**src/rtl/smx_pkg.sv**
```systemverilog
package smx_pkg;

   // Sizes
   localparam int STACK_DEPTH   = 1024;
   localparam int SA_W          = $clog2(STACK_DEPTH);
   localparam int SP_W          = SA_W + 1;
   localparam int DATA_WORDS    = 1024;
   localparam int DA_W          = $clog2(DATA_WORDS);
   localparam int DC_W          = DA_W + 1;
   localparam int PROGRAM_BYTES = 4096;
   localparam int PC_W          = 13;
   localparam int DATA_W        = 32;
   localparam int KIND_W        = 5;
   localparam int LIT_W         = 31;
   localparam int DIG_W         = 4;
   localparam int FAULT_W       = 3;

   // Opcodes
   localparam logic [KIND_W-1:0] K_RET    = 5'd0;
   localparam logic [KIND_W-1:0] K_SUB    = 5'd1;
   localparam logic [KIND_W-1:0] K_ADD    = 5'd2;
   localparam logic [KIND_W-1:0] K_MUL    = 5'd3;
   localparam logic [KIND_W-1:0] K_DIV    = 5'd4;
   localparam logic [KIND_W-1:0] K_MOD    = 5'd5;
   localparam logic [KIND_W-1:0] K_JNEG   = 5'd6;
   localparam logic [KIND_W-1:0] K_JPOS   = 5'd7;
   localparam logic [KIND_W-1:0] K_JZERO  = 5'd8;
   localparam logic [KIND_W-1:0] K_JEMPTY = 5'd9;
   localparam logic [KIND_W-1:0] K_CALL   = 5'd10;
   localparam logic [KIND_W-1:0] K_DUP    = 5'd11;
   localparam logic [KIND_W-1:0] K_LOAD   = 5'd12;
   localparam logic [KIND_W-1:0] K_DROP   = 5'd13;
   localparam logic [KIND_W-1:0] K_STORE  = 5'd14;
   localparam logic [KIND_W-1:0] K_SWAP   = 5'd15;
   localparam logic [KIND_W-1:0] K_LIT    = 5'd16;

   // Fault codes
   localparam logic [FAULT_W-1:0] FLT_NONE  = 3'd0;
   localparam logic [FAULT_W-1:0] FLT_UNDER = 3'd1;
   localparam logic [FAULT_W-1:0] FLT_OVER  = 3'd2;
   localparam logic [FAULT_W-1:0] FLT_DIV0  = 3'd3;
   localparam logic [FAULT_W-1:0] FLT_ADDR  = 3'd4;

   // Source of the new top of stack
   localparam logic [2:0] SRC_KEEP   = 3'd0;
   localparam logic [2:0] SRC_ALU    = 3'd1;
   localparam logic [2:0] SRC_DIV    = 3'd2;
   localparam logic [2:0] SRC_DMEM   = 3'd3;
   localparam logic [2:0] SRC_REFILL = 3'd4;

   typedef struct packed {
      logic clear_en;
      logic accept;
      logic eval;
      logic div_start;
      logic commit;
      logic refill;
      logic load_out;
   } cmd_type;

   typedef struct packed {
      logic clear_last;
      logic div_go;
      logic div_done;
      logic refill_go;
   } status_type;

endpackage

```
**src/rtl/smx_ctrl.sv**
```systemverilog
module smx_ctrl (
   input  logic                clock,
   input  logic                reset,
   input  logic                req_valid,
   output logic                req_ready,
   output logic                rsp_valid,
   input  logic                rsp_ready,
   input  smx_pkg::status_type status,
   output smx_pkg::cmd_type    cmd
);
   import smx_pkg::*;

   localparam logic [2:0] S_CLEAR  = 3'd0;
   localparam logic [2:0] S_IDLE   = 3'd1;
   localparam logic [2:0] S_EVAL   = 3'd2;
   localparam logic [2:0] S_DIV    = 3'd3;
   localparam logic [2:0] S_COMMIT = 3'd4;
   localparam logic [2:0] S_REFILL = 3'd5;
   localparam logic [2:0] S_DONE   = 3'd6;

   logic [2:0] state_ff, state_in;
   logic       rsp_valid_ff, rsp_valid_in;
   logic       out_free;

   assign out_free  = !rsp_valid_ff || rsp_ready;
   assign req_ready = (state_ff == S_IDLE);
   assign rsp_valid = rsp_valid_ff;

   // next state and commands
   always_comb begin
      state_in     = state_ff;
      rsp_valid_in = rsp_valid_ff && !rsp_ready;
      cmd          = '0;
      unique case (state_ff)
         S_CLEAR: begin
            cmd.clear_en = 1'b1;
            if (status.clear_last) state_in = S_IDLE;
         end
         S_IDLE: begin
            if (req_valid) begin
               cmd.accept = 1'b1;
               state_in   = S_EVAL;
            end
         end
         S_EVAL: begin
            cmd.eval = 1'b1;
            if (status.div_go) begin
               cmd.div_start = 1'b1;
               state_in      = S_DIV;
            end else begin
               state_in = S_COMMIT;
            end
         end
         S_DIV: begin
            if (status.div_done) state_in = S_COMMIT;
         end
         S_COMMIT: begin
            cmd.commit = 1'b1;
            state_in   = status.refill_go ? S_REFILL : S_DONE;
         end
         S_REFILL: begin
            cmd.refill = 1'b1;
            state_in   = S_DONE;
         end
         S_DONE: begin
            if (out_free) begin
               cmd.load_out = 1'b1;
               rsp_valid_in = 1'b1;
               state_in     = S_IDLE;
            end
         end
         default: state_in = S_IDLE;
      endcase
   end

   always_ff @(posedge clock) begin
      if (reset) begin
         state_ff     <= S_CLEAR;
         rsp_valid_ff <= 1'b0;
      end else begin
         state_ff     <= state_in;
         rsp_valid_ff <= rsp_valid_in;
      end
   end

endmodule

```
**config.mk**
```make
export PLATFORM = sky130hd
export DESIGN_NAME = smx_ctrl
export DESIGN_NICKNAME = d
export VERILOG_FILES = /design/src/rtl/smx_pkg.sv /design/src/rtl/smx_ctrl.sv
export SDC_FILE = /design/constraint.sdc
export NUM_CORES = 1
export LEC_CHECK = 0
export BUFFER_PORTS_ARGS = -buffer_cell sky130_fd_sc_hd__buf_2
export CELL_PAD_IN_SITES_DETAIL_PLACEMENT = 0
export CELL_PAD_IN_SITES_GLOBAL_PLACEMENT = 1
export CORE_AREA = 8 8 45 47
export CTS_BUF_LIST = sky130_fd_sc_hd__clkbuf_8 sky130_fd_sc_hd__clkbuf_16
export DETAILED_ROUTE_END_ITERATION = 10
export DIE_AREA = 0 0 53 55
export MAX_ROUTING_LAYER = met4
export PLACE_DENSITY = 0.74
export SLEW_MARGIN = 20
export SYNTH_ARGS = -nofsm -noshare
export SYNTH_HDL_FRONTEND = slang
export SYNTH_SLANG_ARGS = --single-unit
export TNS_END_PERCENT = 30
```
**constraint.sdc**
```tcl
create_clock -name clock -period 2 [get_ports clock]
set_input_delay 0.4 -clock clock [delete_from_list [all_inputs] [get_ports clock]]
set_output_delay 0.4 -clock clock [all_outputs]
set_load 0.01 [all_outputs]
```
==> metrics.csv <==
stage;metric;value;unit
run_status;status;finished clean;
floorplan;pin_count;17;
clocking;worst_skew_pair.late_latency;0.22;ns
sta;worst_pin_slew;0.4982;ns
hold_path;hold_path_class;primary input to flip-flop;
finish;final_cell_mix;buf_2, nand2_1, inv_1, a21oi_1, dfxtp_1;
finish;fin_nets;69;
place;dp_cells;72;
finish;fill_cells;157;
sta;finalMaxSlewViolations;0;
logic_synthesis;yosysSeqAreaShare;0.2520;
finish;final_common_cell;buf_2;
logic_synthesis;synth.distinct_cells;25;
global_route;grt_max_degree;18;
clocking;post_cts_buffers;0;
hold_path;holdCritStartpoint;reset;
pwr;p_per_area;1095;nW/um^2
clocking;ctsResizeCount;0;
global_route;antenna_found_initial;0;
sta;hold_viol;0;
sta;fmax;0.6087;GHz
finish;fin_cells;75;
clocking;cts.clk_slew.worst_paths;0.03;ns
finish;fin_util;0.3165;
routing;via_count;352;
critical_path;rr_endpoint;state_ff[0];
routing;via_per_inst;4.693;
floorplan;coreArea;1384;sq um
critical_path;cp.required;1.60;ns
clocking;cts_sinks;4;
clocking;cts.path.max_buffers;2;
routing;wl_per_cell;11.57;microns
floorplan;start_util;0.2297;
clocking;ctsHoldBuffers;0;
critical_path;path_max_fanout;12;
hold_path;holdPathStages;2;
logic_synthesis;ys_seq_elements;4;
sta;rsz0062_at_grt;no;
sta;layout_setup_ws;0.3573;ns
finish;num_antenna_cells;0;
critical_path;critPathKind;flip-flop to output port;
finish;drive_above_1_share;0.3390;
logic_synthesis;syn_inst;43;
place;pre_cts_ws;0.5654;ns
pwr;ir_drop;497.9;uV
sta;fin_crit_sh;0.8214;
critical_path;cp.arrival;1.24;ns
logic_synthesis;yosys_warnings;0;
place;port_buffers;16;
floorplan;die_h;55;microns
routing;wl;868;microns
place;gp_congestion;0.8197;
sta;skew;0.003809;ns
clocking;cts-htree-levels;1;
global_route;gr-usage-all-layers;0.06817;
floorplan;rows;14;
sta;setup_viol;0;
global_route;globalRouteOverflowTotal;0;
routing;drtAntennaViolNets;0;
critical_path;regToRegSetupSlack;0.67;ns
sta;setup_tns;0;ns
critical_path;end_kind;output port;
pwr;leakagePower;0.2244;nW
place;hpwl;668.2;microns
hold_path;holdPathEnd;rsp_valid;
sta;whs;0.3955;ns
logic_synthesis;syn_avg_cell_area;7.391;sq um
sta;final.min_clock_period;1.643;ns
logic_synthesis;synth_area;317.8;sq um
floorplan;dieArea;2915;sq um
critical_path;cp-start-kind;flip-flop;
clocking;cts_tree;done;
clocking;clockRootBuffer;clkbuf_8;
routing;drt_iter0_drc;6;
logic_synthesis;synth_nets;51;
floorplan;die_x;53;microns
routing;drc;0;
critical_path;r2r-start;state_ff[0];
global_route;grt_pass1_vias;334;
flow_run;maxCapViolations;0;
critical_path;r2r_cells;4;
sta;max_slew_margin;0.6674;
global_route;grt_pass1_wl;1.476;mm
routing;firstDrtPassIters;4;
finish;syn_to_final_growth;37.80;%
clocking;cts-buffers-inserted;3;
==> flip-flops by register name (all words and copies together), names as in the netlist <==
| register | count |
|---|---|
| state_ff | 3 |
| rsp_valid | 1 |
==> worst max path at each step <==
stage / start / slack [ns] / cells past startpoint / endpoint
final: state_ff[1] / 0.36 / 4 / cmd[3]
after global routing: state_ff[1] / 0.21 / 4 / cmd[3]
after CTS: state_ff[1] / 0.33 / 4 / cmd[3]
after detailed placement: state_ff[1] / 0.57 / 4 / cmd[3]
after global placement: state_ff[1] / 0.57 / 4 / cmd[3]
after floorplan: state_ff[0] / 0.65 / 4 / cmd[3]
==> layout make-up <==
| type | count | area, sq um | area share |
|---|---|---|---|
| Tap cell | 16 | 20.02 | 0.04571 |
| Multi-Input combinational cell | 32 | 201.4 | 0.4600 |
| Inverter | 4 | 15.01 | 0.03429 |
| Sequential cell | 4 | 80.08 | 0.1829 |
| Clock buffer | 3 | 41.29 | 0.09429 |
| Timing Repair Buffer | 16 | 80.08 | 0.1829 |
==> critical path, stage by stage (launching register included) <==
cell	delay, ns
dfxtp_1	0.51
nor3b_2	0.25
nand2_1	0.10
inv_1	0.05
buf_2	0.12
==> logic make-up after synthesis <==
family | synth area share
AO/OA/AOI/OAI | 0.2323
buffers and inverters | 0.1142
flip-flops | 0.2520
multiplexers | 0.03150
AND/OR/NAND/NOR | 0.3701
==> per-stage QoR <==
step                power, mW  area, sq um
detailed placement     0.3151        396.6
CTS                    0.4857        437.9
global route           0.5156        437.9
global placement       0.3144        396.6
floorplan              0.2626        317.8
finish                 0.4795        437.9
==> cells in the mapped netlist (all sizes together) <==
master	n	area share
mux2i	1	0.031
a21oi	4	0.063
nand2	5	0.059
nor2b	1	0.020
nand2b	2	0.039
o221ai	1	0.028
and2	1	0.020
nand3b	1	0.024
and3b	1	0.028
o21ai	3	0.047
nor3b	3	0.087
a31oi	1	0.020
nor2	1	0.012
a311oi	1	0.028
and3	1	0.020
a21o	2	0.047
nor3	1	0.016
nand3	1	0.016
dfxtp	4	0.25
inv	4	0.047
nor4bb	1	0.031
buf	3	0.067
==> per-layer routing <==
metal / routed length, microns / part of all wire / vias to the layer above / GRT usage
met5: 0 / 0 / - / -
met4: 0 / 0 / 0 / 0.02586
met3: 53 / 0.061 / 0 / 0.03209
met2: 423 / 0.49 / 11 / 0.1016
met1: 391 / 0.45 / 157 / 0.07763
li1: - / - / 184 / -
==> report_power, final <==
| group | total (mW) | switching (mW) | internal [mW] |
|---|---|---|---|
| logic | 0.168 | 0.0803 | 0.0881 |
| registers | 0.144 | 0.0494 | 0.0946 |
| clock network | 0.167 | 0.0390 | 0.128 |
| total | 0.479 | 0.169 | 0.311 |
(Power assumes the default switching activity.)
